## config.mk

```make
export PLATFORM = sky130hd
export DESIGN_NAME = button_press_qualifier_unit
export DESIGN_NICKNAME = d
export VERILOG_FILES = /design/src/rtl/bpq_pkg.sv /design/src/rtl/button_press_qualifier_unit.sv
export VERILOG_INCLUDE_DIRS = /design/src /design/src/rtl
export SDC_FILE = /design/constraint.sdc
export NUM_CORES = 1
export LEC_CHECK = 0
export BUFFER_PORTS_ARGS = -buffer_cell sky130_fd_sc_hd__buf_4
export CORE_UTILIZATION = 54
export DETAILED_ROUTE_END_ITERATION = 8
export PLACE_DENSITY = 0.76
export RECOVER_POWER = 100
export REMOVE_ABC_BUFFERS = 1
export SYNTH_ARGS = -nofsm -noshare
export SYNTH_HDL_FRONTEND = slang
export SYNTH_SLANG_ARGS = --single-unit
```

## constraint.sdc

```tcl
create_clock -name clock -period 2.7 [get_ports clock]
set_input_delay 0.54 -clock clock [delete_from_list [all_inputs] [get_ports clock]]
set_output_delay 0.54 -clock clock [all_outputs]
set_load 0.01 [all_outputs]
```

## src/rtl/button_press_qualifier_unit_macros.svh

```systemverilog
// Assertion macros shared by the button press qualifier RTL.
`ifndef BUTTON_PRESS_QUALIFIER_UNIT_MACROS_SVH
`define BUTTON_PRESS_QUALIFIER_UNIT_MACROS_SVH

// Same-cycle implication, disabled during reset.
`define BPQ_ASSERT_NOW(label, clk, rst, ante, cons) \
   label: assert property (@(posedge clk) disable iff (rst) (ante) |-> (cons)) \
      else $error("bpq assertion failed");

// Next-cycle implication, disabled during reset.
`define BPQ_ASSERT_NEXT(label, clk, rst, ante, cons) \
   label: assert property (@(posedge clk) disable iff (rst) (ante) |=> (cons)) \
      else $error("bpq assertion failed");

`endif

```

## src/rtl/bpq_pkg.sv

```systemverilog
// Types and constants for the button press qualifier.
`timescale 1ns / 1ps
`default_nettype none
package bpq_pkg;

   localparam int COUNT_WIDTH = 16;
   localparam int CSR_WIDTH   = 16;
   localparam int CSR_IDX_W   = 2;
   localparam int REQ_DATA_W  = 8;
   localparam int RSP_DATA_W  = 8;

   typedef logic [COUNT_WIDTH-1:0] count_type;
   typedef logic [CSR_WIDTH-1:0]   csr_type;

   typedef enum logic [1:0] {
      PH_REL_BEFORE = 2'd0,
      PH_PRESSED    = 2'd1,
      PH_REL_AFTER  = 2'd2,
      PH_VALID      = 2'd3
   } phase_type;

   typedef enum logic {
      KIND_TICK  = 1'b0,
      KIND_QUERY = 1'b1
   } kind_type;

   localparam logic [CSR_IDX_W-1:0] CSR_RELEASE_BEFORE = 2'd0;
   localparam logic [CSR_IDX_W-1:0] CSR_PRESSED        = 2'd1;
   localparam logic [CSR_IDX_W-1:0] CSR_RELEASE_AFTER  = 2'd2;
   localparam logic [CSR_IDX_W-1:0] CSR_HOLD_WINDOW    = 2'd3;

   localparam csr_type RELEASE_BEFORE_RESET = 16'd5;
   localparam csr_type PRESSED_RESET        = 16'd5;
   localparam csr_type RELEASE_AFTER_RESET  = 16'd5;
   localparam csr_type HOLD_WINDOW_RESET    = 16'd20;

   // active-low pin: pressed reads 0
   localparam logic PIN_RELEASED = 1'b1;
   localparam logic PIN_PRESSED  = 1'b0;

endpackage
`default_nettype wire

```

## src/rtl/button_press_qualifier_unit.sv

```systemverilog
// Button press qualifier: tick/query items in, phase and press report out.
//
// Usage:
//  - req channel: one item per tick (req_tuser = 0, req_tdata[0] = pin sample,
//    active low) or per query (req_tuser = 1, pin ignored).
//  - rsp channel: exactly one item per request, in order: press_reported in
//    rsp_tdata[0], phase after the step in rsp_tdata[2:1].
//  - csr port: write-only thresholds, index 0..3, written while idle.
//  - Results are registered: an input register, then
//    the phase/counter update into the result register.
//  - Throughput is 1 item per cycle while rsp_tready holds; the only loop is
//    the phase and counter update.
//  - When the receiver stalls, the result register holds and the input
//    register still takes one more item; req_tready drops only when both
//    are full and rsp_tready is low.
//  - Reset (synchronous, active high) returns to the release-before phase
//    with both counters cleared, empties the pipeline and reloads the
//    default thresholds (5, 5, 5, 20).
`timescale 1ns / 1ps
`default_nettype none
`include "button_press_qualifier_unit_macros.svh"
module button_press_qualifier_unit (
   input  wire logic                              clock,
   input  wire logic                              reset,
   input  wire logic                              req_tvalid,
   output      logic                              req_tready,
   input  wire logic [bpq_pkg::REQ_DATA_W-1:0]    req_tdata,  // [0] pin_level, [7:1] zero
   input  wire logic                              req_tuser,  // [0] kind
   output      logic                              rsp_tvalid,
   input  wire logic                              rsp_tready,
   output      logic [bpq_pkg::RSP_DATA_W-1:0]    rsp_tdata,  // [0] press_reported,
                                                              // [2:1] phase, [7:3] zero
   input  wire logic                              csr_we,
   input  wire logic [bpq_pkg::CSR_IDX_W-1:0]     csr_index,
   input  wire logic [bpq_pkg::CSR_WIDTH-1:0]     csr_wdata
);
   import bpq_pkg::*;

   // configuration
   csr_type rel_before_ff, pressed_ff, rel_after_ff, hold_ff;

   // input register
   logic     in_valid_ff;
   kind_type in_kind_ff;
   logic     in_pin_ff;

   // qualifier state
   phase_type phase_ff, phase_in;
   count_type stable_ff, stable_in;
   count_type window_ff, window_in;

   // result register
   logic      out_valid_ff;
   logic      out_report_ff, report_in;
   phase_type out_phase_ff;

   logic      advance;
   count_type threshold;
   count_type stable_step;
   logic      expected;

   assign advance    = in_valid_ff && (!out_valid_ff || rsp_tready);
   assign req_tready = !in_valid_ff || advance;

   always_ff @(posedge clock) begin
      if (reset) begin
         rel_before_ff <= RELEASE_BEFORE_RESET;
         pressed_ff    <= PRESSED_RESET;
         rel_after_ff  <= RELEASE_AFTER_RESET;
         hold_ff       <= HOLD_WINDOW_RESET;
      end else if (csr_we) begin
         case (csr_index)
            CSR_RELEASE_BEFORE: rel_before_ff <= csr_wdata;
            CSR_PRESSED:        pressed_ff    <= csr_wdata;
            CSR_RELEASE_AFTER:  rel_after_ff  <= csr_wdata;
            CSR_HOLD_WINDOW:    hold_ff       <= csr_wdata;
            default:            ;
         endcase
      end
   end

   always_ff @(posedge clock) begin
      if (reset) begin
         in_valid_ff <= 1'b0;
      end else if (req_tready) begin
         in_valid_ff <= req_tvalid;
      end
   end

   always_ff @(posedge clock) begin
      if (req_tready && req_tvalid) begin
         in_kind_ff <= kind_type'(req_tuser);
         in_pin_ff  <= req_tdata[0];
      end
   end

   always_comb begin
      case (phase_ff)
         PH_REL_BEFORE: threshold = count_type'(rel_before_ff);
         PH_PRESSED:    threshold = count_type'(pressed_ff);
         default:       threshold = count_type'(rel_after_ff);
      endcase
   end

   assign expected = (phase_ff == PH_PRESSED) ? PIN_PRESSED : PIN_RELEASED;

   always_comb begin
      phase_in    = phase_ff;
      stable_in   = stable_ff;
      window_in   = window_ff;
      report_in   = 1'b0;
      stable_step = '0;
      if (in_kind_ff == KIND_QUERY) begin
         if (phase_ff == PH_VALID) begin
            report_in = 1'b1;
            phase_in  = PH_REL_BEFORE;
            window_in = '0;
         end
      end else if (phase_ff == PH_VALID) begin
         if (window_ff == count_type'(hold_ff)) begin
            phase_in  = PH_REL_BEFORE;
            window_in = '0;
         end else begin
            window_in = window_ff + count_type'(1);
         end
      end else begin
         // compare runs on the freshly updated count
         stable_step = (in_pin_ff == expected) ? stable_ff + count_type'(1) : '0;
         stable_in   = stable_step;
         if (stable_step == threshold) begin
            stable_in = '0;
            case (phase_ff)
               PH_REL_BEFORE: phase_in = PH_PRESSED;
               PH_PRESSED:    phase_in = PH_REL_AFTER;
               default:       phase_in = PH_VALID;
            endcase
         end
      end
   end

   always_ff @(posedge clock) begin
      if (reset) begin
         phase_ff  <= PH_REL_BEFORE;
         stable_ff <= '0;
         window_ff <= '0;
      end else if (advance) begin
         phase_ff  <= phase_in;
         stable_ff <= stable_in;
         window_ff <= window_in;
      end
   end

   always_ff @(posedge clock) begin
      if (reset) begin
         out_valid_ff <= 1'b0;
      end else if (!out_valid_ff || rsp_tready) begin
         out_valid_ff <= in_valid_ff;
      end
   end

   always_ff @(posedge clock) begin
      if (advance) begin
         out_report_ff <= report_in;
         out_phase_ff  <= phase_in;
      end
   end

   assign rsp_tvalid = out_valid_ff;
   assign rsp_tdata  = {{(RSP_DATA_W-3){1'b0}}, out_phase_ff, out_report_ff};

   // window counter only runs inside the valid phase
   `BPQ_ASSERT_NOW(a_window_idle, clock, reset, phase_ff != PH_VALID, window_ff == '0)
   // stable counter is cleared on entry to the valid phase and untouched there
   `BPQ_ASSERT_NOW(a_stable_clear, clock, reset, phase_ff == PH_VALID, stable_ff == '0)
   // a held input item is not dropped while the result side stalls
   `BPQ_ASSERT_NEXT(a_hold_item, clock, reset, in_valid_ff && !advance, in_valid_ff)
   // a reported press always leaves the block in the release-before phase
   `BPQ_ASSERT_NEXT(a_query_clear, clock, reset, advance && report_in, phase_ff == PH_REL_BEFORE)

endmodule
`default_nettype wire
```

== Word level (Yosys, flattened, before mapping) ==
Index checks and enable logic that the tools add are counted.

* Add/subtract/negate cells: 2
* Eq/ne operators: 8
* Multiplexer cells: 15
* Bitwise operators: 2
* Reduce and logical (&&, ||, !) cells: 14

{| class="wikitable"
|+ Operators with widths
! cell !! number
|-
| $mux 16 || 6
|-
| $add 16x1->16 const B || 2
|-
| $eq 16x16->1 || 2
|-
| $pmux 16 s2 || 1
|-
| $mux 2 || 5
|-
| $reduce_and 2->1 || 5
|-
| $eq 2x2->1 const B || 3
|-
| $eq 2x1->1 const B || 2
|-
| $logic_not 2->1 || 2
|-
| $pmux 2 s2 || 1
|-
| $reduce_and 3->1 || 1
|-
| $logic_and 1x1->1 || 2
|-
| $logic_not 1->1 || 2
|-
| $logic_or 1x1->1 || 2
|-
| $mux 1 || 2
|-
| $not 1->1 || 2
|-
| $eq 1x1->1 || 1
|}

* Register bits after elaboration: 105
* Bits of input ports: 32
* Output and inout port bits: 10
* Logic and storage cells: 54

== Longest topological paths before layout ==
Gate-level depths: netlist of the first run.

* Depth after elaboration: 8
* Mapped depth: 12
* Depth with buffers taken out: 10

== Worst setup path before layout of the first run ==
OpenSTA, ideal clock, no wires.

* Kind: reg-to-reg
* Start point: register stable_ff[0]
* End point: register out_phase_ff[0] (data pin)
* Library setup time: 0.259 ns
* Data arrival time: 2.769 ns
* Required time: 2.441 ns
* Slack: -0.328 ns
* Stages on the path, launching flop included: 11
* Period minus slack after synthesis: 3.028 ns
* Cell sequence: dfxtp_1 -> ha_1 -> nand3_1 -> or4_1 -> a21oi_1 -> xnor2_1 -> nand3_1 -> or4_1 -> nor2_1 -> nor2_1 -> o31a_1

* Longest elaborated chain between the ends: 6

{| class="wikitable"
|+ RTL lines
! element !! RTL line !! source
|-
| start, declared || button_press_qualifier_unit.sv:49 || <nowiki>count_type stable_ff, stable_in;</nowiki>
|-
| start signal, assigned || button_press_qualifier_unit.sv:148 || <nowiki>stable_ff <= stable_in;</nowiki>
|-
| $add 16x1->16 || button_press_qualifier_unit.sv:128 || <nowiki>stable_step = (in_pin_ff == expected) ? stable_ff + count_type'(1) : '0;</nowiki>
|-
| $mux 16 || button_press_qualifier_unit.sv:128 ||
|-
| $eq 16x16->1 || button_press_qualifier_unit.sv:130 || <nowiki>if (stable_step == threshold) begin</nowiki>
|-
| $mux 2 || button_press_qualifier_unit.sv:130 ||
|-
| $mux 2 || button_press_qualifier_unit.sv:119 || <nowiki>end else if (phase_ff == PH_VALID) begin</nowiki>
|-
| $mux 2 || button_press_qualifier_unit.sv:113 || <nowiki>if (in_kind_ff == KIND_QUERY) begin</nowiki>
|-
| named net phase_in[0] || button_press_qualifier_unit.sv:48 || <nowiki>phase_type phase_ff, phase_in;</nowiki>
|-
| end signal, assigned || button_press_qualifier_unit.sv:164 || <nowiki>out_phase_ff <= phase_in;</nowiki>
|-
| end, declared || button_press_qualifier_unit.sv:55 || <nowiki>phase_type out_phase_ff;</nowiki>
|}

The timed path passes the listed nets, and every way through them passes these cells.
A chain may end at the register's enable or synchronous reset.

== Final worst setup path of the first run ==
Same ends and word-level chain as after synthesis.

==> impl_metrics.py, run 1 <==
metrics = {
    "sta": {
        "final.setup.worst_slack_ns": -0.1877,
        "timing_worst_slew_pin_value_ns": 1.018,
        "timing_hold_violations_final": 0,
        "rsz0062_at_grt": "yes",
        "clock-skew-final_ns": 0.01574,
        "timing.final.setup_violations": 20,
        "achievable-frequency_ghz": 0.3463,
        "slew_viol_final": 0,
        "max_slew_margin_pct": 32.17,
        "final.min_clock_period_ns": 2.888,
        "finalCritPeriodShare_pct": 107.0,
    },
    "global_routing": {
        "grt_first_pass_wirelength_um": 22740,
        "antenna_violations_before_repair": 0,
        "first_global_vias": 4705,
        "overflow": 0,
        "grtUsageTotal_pct": 28.51,
        "pin_count_of_the_biggest_net_entering_global_routing": 39,
    },
    "clock_network": {
        "tritoncts": "done",
        "cts.sink_count": 105,
        "cts.htree.levels": 3,
        "clk_root_buffer_cell": "clkbuf_8",
        "clkTransAtPathRegs_ns": 0.11,
        "cts_made_buffers": 9,
        "ctsHoldBuffers": 0,
        "clock_path_buffers": 2,
        "clock_latency_ns": 0.38,
    },
    "worst_setup_path": {
        "worstSetupStartpointType": "flop",
        "critical_path.slowest_cell": "or4_4",
        "critPathMaxFanout": 6,
        "worstRegToRegCells": 12,
        "worst_path_largest_cell_delay_ns": 0.53,
        "timing.setup.critical_path_class": "reg2reg",
        "r2r_endpoint": "out_phase_ff[0]",
        "timing.critical_path.cells": "buf_6 -> nand3_4 -> buf_8 -> buf_6 -> nor4_4 -> xor2_1 -> a21o_1 -> nand3_2 -> or4_4 -> nor2_4 -> nor2_2 -> o31a_1",
        "arrival_ns": 3.02,
        "timing.critical_path.mode_cell": "buf_6",
        "worst_setup_path_endpoint": "out_phase_ff[0]",
        "setup.worst_path.end_class": "flop",
        "required_time_at_the_endpoint_of_the_critical_path_ns": 2.83,
        "worst-r2r-setup-slack_ns": -0.19,
        "worstReg2RegStart": "stable_ff[0]",
        "critPathLaunch": "stable_ff[0]",
    },
    "run": {
        "drv.max_cap_violation_count": 0,
    },
    "logic_synthesis": {
        "synth_seq_area_share_pct": 40.26,
        "count_of_mapped_cells_out_of_synthesis": 659,
        "yosysUniqueCellTypes": 70,
        "synth-seq-cells": 105,
        "synthesis.yosys.warnings": 0,
        "synth-edff-count": 5,
        "fraction_of_registers_with_async_set_reset_pct": 0,
        "syn_avg_cell_area_um2": 8.111,
        "synth-main-ff-cell": "dfxtp_1",
        "synth_area_mm2": 0.005345,
    },
    "floorplanning": {
        "die_h_um": 101.5,
        "floorplan.rows": 35,
        "dieArea_mm2": 0.01030,
        "start_util_pct": 56.77,
        "core_mm2": 0.009415,
        "ios": 42,
        "floorplan.die.width_um": 101.5,
    },
    "finish": {
        "ff_latch_area_mm2": 0.002162,
        "fin_area_mm2": 0.006779,
        "final.fill_count": 703,
        "final_nets": 778,
        "num_antenna_cells": 0,
        "synthToLayoutAreaGrowth_pct": 26.83,
        "postLayoutCoreUtil_pct": 72.00,
        "layout-drive-gt1-share_pct": 25.90,
        "area_used_by_multi_input_combinational_logic_mm2": 0.003263,
        "stdcell_count": 878,
    },
    "drt": {
        "drt_wl_total_um": 14790,
        "route.antenna.remaining_nets": 0,
        "via_count": 5181,
        "route.detailed.vias_per_inst": 5.901,
        "drtPass1Iterations": 5,
        "avgRoutedWirePerCell_um": 16.85,
        "drtIter0Drc": 289,
        "remaining_drc_errors": 0,
    },
    "min_path": {
        "hold_path.class": "in2reg",
    },
    "power": {
        "cellPowerDensity_mw_per_mm2": 437.9,
        "ir_drop_uv": 319.7,
        "design_power_total_w": 0.002968,
        "cellLeakagePower_nw": 2.588,
    },
    "status": {
        "status": "finished, violations left",
        "violations": "negative setup slack",
    },
    "placed_design": {
        "io_buffers": 29,
        "placed_cells": 838,
        "globalplace.congestion": 0.8656,
        "placement.cell_area_mm2": 0.006018,
        "detailed_place_hpwl_um": 9707,
    },
}
[critical path, delay by kind of cell, from the launching register on]
kind            cells  cell delay (ns)
buf+inv             3             0.38
compound gates      2             0.44
simple gates        6             1.13
xor+xnor            1             0.30
flops               1             0.38
[timing repair]
| action | 4_1_cts | 5_1_grt |
|---|---|---|
| gates resized for setup | 45 | 47 |
| setup endpoints to repair | 20 | 20 |
| pin swaps | 23 | 32 |
| setup buffers | 12 | 14 |
[cells by family after synthesis]
| kind of cell | count (synthesis) | share of synthesized area [%] |
|---|---|---|
| adders and majority gates | 2 | 0.4681 |
| and+or+nand+nor | 301 | 27.55 |
| buffers and inverters | 49 | 4.565 |
| AOI/OAI and AO/OA | 135 | 15.17 |
| xor gates and xnor gates | 45 | 7.865 |
| muxes | 21 | 4.049 |
| other | 1 | 0.07016 |
| DFF | 105 | 40.26 |
[cell usage after synthesis (all sizes together) (2+ instances only)]
| cell type | n | area, µm² |
|---|---|---|
| o2bb2ai | 3 | 26.28 |
| nand2 | 160 | 600.6 |
| nor3 | 3 | 15.01 |
| a21o | 4 | 30.03 |
| o31a | 2 | 17.52 |
| clkbuf | 24 | 90.09 |
| and3 | 10 | 62.56 |
| and2 | 2 | 12.51 |
| ha | 2 | 25.02 |
| nor2 | 44 | 167.7 |
| edfxtp | 5 | 150.1 |
| nand3 | 16 | 90.09 |
| a21oi | 76 | 387.9 |
| o31ai | 5 | 37.54 |
| nor2b | 5 | 31.28 |
| o211ai | 6 | 45.04 |
| nand2b | 3 | 18.77 |
| nand3b | 8 | 60.06 |
| buf | 21 | 138.9 |
| nand4 | 11 | 90.08 |
| mux2 | 5 | 56.30 |
| mux2i | 16 | 160.2 |
| inv | 4 | 15.01 |
| dfxtp | 100 | 2002 |
| o21ai | 17 | 85.08 |
| or3 | 7 | 48.80 |
| xor2 | 21 | 202.7 |
| a211oi | 2 | 15.01 |
| or2 | 3 | 18.77 |
| a31oi | 2 | 12.51 |
| o41ai | 5 | 43.79 |
| a2bb2oi | 3 | 26.28 |
| xnor2 | 24 | 217.7 |
| nor4 | 9 | 96.34 |
| or4 | 12 | 90.09 |
[area by class of cell]
type | instances | share of cell area, %
clock inverter | 6 | 1.237
multi-input combinational | 509 | 48.14
sequential | 105 | 31.89
clock buffer | 10 | 1.883
tap | 129 | 2.381
timing repair buffer | 115 | 14.25
inverter | 4 | 0.2215
[report_power, final]
group / total, W / switching, W / internal (W)
clock: 0.00105 / 0.000595 / 0.000455
combinational: 0.000295 / 0.000175 / 0.000120
sequential: 0.00162 / 0.0000245 / 0.00160
[sequential cells by signal (all words and copies together), names as in the netlist]
signal         flops
in_kind_ff         1
rel_before_ff     16
rsp_tvalid         1
stable_ff         16
rel_after_ff      16
out_phase_ff       2
phase_ff           2
hold_ff           16
in_valid_ff        1
window_ff         16
out_report_ff      1
pressed_ff        16
in_pin_ff          1
[layer usage]
metal  part of all wire [%]  vias up  global-route usage [%]  wire length [µm]
li1                       -     2444                       -                 -
met4                    3.0        0                   10.37               444
met5                      0        -                       0                 0
met2                     49      221                   47.83              7251
met1                     41     2471                   36.67              6117
met3                    6.6       45                   5.314               980
[layout by cell type, fill, tap and decap left out, types with 4 or more instances in the layout]
| cell | n |
|---|---|
| a21o_1 | 4 |
| clkbuf_1 | 9 |
| o21ai_1 | 5 |
| nor2_1 | 40 |
| nand3b_1 | 8 |
| xnor2_1 | 20 |
| o211ai_1 | 6 |
| or4_1 | 7 |
| clkbuf_8 | 9 |
| buf_12 | 4 |
| xor2_1 | 20 |
| or4_4 | 5 |
| mux2_2 | 4 |
| mux2i_1 | 16 |
| nand2_1 | 159 |
| dfxtp_2 | 8 |
| nand3_1 | 11 |
| conb_1 | 5 |
| buf_4 | 81 |
| a21oi_1 | 68 |
| or3_1 | 5 |
| o21ai_0 | 9 |
| a21oi_2 | 5 |
| dfxtp_1 | 92 |
| edfxtp_1 | 5 |
| nor4_4 | 4 |
| nand4_1 | 9 |
| and3_1 | 10 |
| nor2b_1 | 5 |
| buf_6 | 18 |
[worst min path at each step]
stage	startpoint	endpoint	depth (start not counted)
3_5_place_dp	pressed_ff[5]	pressed_ff[5]	2
3_3_place_gp	pressed_ff[5]	pressed_ff[5]	2
4_1_cts	req_tuser	in_kind_ff	1
2_1_floorplan	pressed_ff[5]	pressed_ff[5]	2
6_report	req_tdata[0]	in_pin_ff	1
5_1_grt	req_tuser	in_kind_ff	1
[stage by stage]
stage | hold slack (ns) | setup TNS [ns] | worst slack, ns
floorplan | 0.4268 | -12.88 | -0.7606
global placement | 0.4401 | -2.623 | -0.2895
detailed placement | 0.4449 | -4.100 | -0.4129
CTS | 0.3421 | -0.1066 | -0.09905
global route | 0.3579 | -4.159 | -0.2715
finish | 0.3720 | -2.113 | -0.1877
Power figures use the tool's default switching activity.
==> run 2, diff against run 1 <==
--- a/config.mk
+++ b/config.mk
@@ -9,9 +9,9 @@
 export BUFFER_PORTS_ARGS = -buffer_cell sky130_fd_sc_hd__buf_4
 export CORE_UTILIZATION = 54
 export DETAILED_ROUTE_END_ITERATION = 8
+export MAX_ROUTING_LAYER = met4
 export PLACE_DENSITY = 0.76
 export RECOVER_POWER = 100
-export REMOVE_ABC_BUFFERS = 1
 export SYNTH_ARGS = -nofsm -noshare
 export SYNTH_HDL_FRONTEND = slang
 export SYNTH_SLANG_ARGS = --single-unit
==> run 2 against run 1 <==
  * The flow still finishes with violations (negative setup slack)
  * First-iteration DRC count grew 22%
  * Clock skew shrank 0.0018 ns
  * Sequential share of layout area grew 1.9 points
  * Worst hold slack lost 0.015 ns
==> impl_metrics.py, run 2 (synthesized netlist as in run 1, its figures left out) <==
metrics = {
    "placed_design": {
        "globalplace.congestion": 0.9269,
        "detailed_place_hpwl_um": 9803,
        "io_buffers": 29,
        "detailedPlace.worstSlack_ns": -0.1104,
        "placement.cell_area_mm2": 0.006081,
    },
    "floorplanning": {
        "dieArea_mm2": 0.01030,
        "floorplan.die.width_um": 101.5,
        "ios": 42,
        "start_util_pct": 56.77,
        "core_mm2": 0.009415,
        "die_h_um": 101.5,
        "floorplan.rows": 35,
    },
    "finish": {
        "num_antenna_cells": 0,
        "layout-drive-gt1-share_pct": 22.54,
        "synthToLayoutAreaGrowth_pct": 20.25,
        "layout_common_cells": "nand2_1, dfxtp_1, buf_4, a21oi_1, nor2_1",
        "fin_area_mm2": 0.006427,
        "final_nets": 761,
        "final_common_cell": "nand2_1",
    },
    "sta": {
        "slew_viol_final": 0,
        "max_slew_margin_pct": 13.58,
        "final.setup.worst_slack_ns": -0.09185,
        "clock-skew-final_ns": 0.01392,
        "rsz0062_at_grt": "yes",
        "finalCritPeriodShare_pct": 103.4,
        "timing_worst_slew_pin_value_ns": 1.296,
        "final_setup_tns_ns": -0.1884,
        "timing_hold_violations_final": 0,
        "timing.final.setup_violations": 5,
        "achievable-frequency_ghz": 0.3582,
        "final.min_clock_period_ns": 2.792,
    },
    "worst_setup_path": {
        "critPathLaunch": "stable_ff[3]",
        "critPathMaxFanout": 7,
        "worst-r2r-setup-slack_ns": -0.09,
        "setup.worst_path.end_class": "flop",
        "timing.setup.critical_path_class": "reg2reg",
        "required_time_at_the_endpoint_of_the_critical_path_ns": 2.83,
        "worstSetupStartpointType": "flop",
        "worstReg2RegStart": "stable_ff[3]",
        "arrival_ns": 2.92,
    },
    "global_routing": {
        "grtUsageTotal_pct": 29.69,
        "overflow": 0,
        "pin_count_of_the_biggest_net_entering_global_routing": 68,
        "grt_first_pass_wirelength_um": 22880,
        "antenna_violations_before_repair": 0,
        "first_global_vias": 4744,
    },
    "status": {
        "status": "finished, violations left",
        "violations": "negative setup slack",
    },
    "power": {
        "cellLeakagePower_nw": 2.390,
        "cellPowerDensity_mw_per_mm2": 446.8,
        "ir_drop_uv": 311.0,
    },
    "clock_network": {
        "clock_path_buffers": 2,
        "cts.sink_count": 105,
        "ctsHoldBuffers": 0,
        "clk_root_buffer_cell": "clkbuf_8",
        "clkTransAtPathRegs_ns": 0.11,
        "clock_latency_ns": 0.37,
        "cts.htree.levels": 3,
        "cts_made_buffers": 9,
        "tritoncts": "done",
    },
    "drt": {
        "drtPass1Iterations": 5,
        "route.detailed.vias_per_inst": 5.797,
        "route.antenna.remaining_nets": 0,
        "drtIter0Drc": 352,
        "via_count": 4991,
        "drt_wl_total_um": 13980,
        "remaining_drc_errors": 0,
        "avgRoutedWirePerCell_um": 16.24,
    },
    "min_path": {
        "hold_path.class": "in2reg",
        "worst_hold_startpoint": "req_tdata[0]",
    },
    "run": {
        "drv.max_cap_violation_count": 0,
    },
}
run 2: cell count changes in the layout (fill, tap and decap cells not counted), moves of 3 or more:
cell / delta
buf_6: -15
o21ai_0: +4
dfxtp_4: +3
a21oi_1: +3
o21ai_2: -3
nor4_4: -3
run 2: final timing paths:
check,endpoint,cells after the start
max,out_phase_ff[0],9
min,in_pin_ff,1
max reg2reg,out_phase_ff[0],9
min reg2reg,pressed_ff[13],2
run 2: timing repair:
item,in CTS,in global routing
pin swaps,9,5
endpoints found under the setup margin,17,20
setup buffers,2,5
gates resized for setup,10,23
hold endpoints to repair,0,0
gates cloned,0,0
run 2: where the power goes:
| group | internal [W] | switching [W] | leakage (nW) | total (W) |
|---|---|---|---|---|
| Sequential | 0.00160 | 0.0000265 | 0.866 | 0.00162 |
| Clock | 0.000363 | 0.000602 | 0.101 | 0.000965 |
| Combinational | 0.000115 | 0.000168 | 1.42 | 0.000283 |
| Total | 0.00208 | 0.000796 | 2.39 | 0.00287 |
run 2: stage by stage:
stage / utilization, % / hold slack [ns] / std cells / total power, W
after global placement: 64.58 / 0.4411 / 839 / 0.001919
after detailed placement: 64.58 / 0.4470 / 839 / 0.001930
after global routing: 68.27 / 0.3456 / 861 / 0.002988
after floorplan: - / 0.4288 / 663 / 0.001822
after CTS: 67.18 / 0.3271 / 857 / 0.002880
final: 68.27 / 0.3569 / 861 / 0.002872
run 2: cell type report:
type | instances | area, µm²
Multi-Input combinational cell | 509 | 3133
Fill cell | 746 | 2988
Sequential cell | 105 | 2172
Timing Repair Buffer | 98 | 752.0
Tap cell | 129 | 161.4
Clock buffer | 9 | 123.9
Clock inverter | 7 | 70.07
Inverter | 4 | 15.01
run 2: worst max-delay path, cell delays in order, from the launching register on:
cell and delay, ns:
dfxtp_2 0.37, nand4_4 0.17, or4_4 0.58, a21oi_4 0.17, xnor2_2 0.14, nand3_2 0.11, or4_4 0.57, nor2_4 0.12
nor2_2 0.05, o31a_1 0.27
run 2: per-layer routing:
layer	up-vias	part of all wire [%]	wire length (µm)	GRT usage (%)
li1	2410	-	-	-
met1	2377	44	6117	38.11
met2	179	49	6858	47.41
met3	25	5.2	732	4.969
met4	0	2.0	275	10.26
met5	-	0	0	-
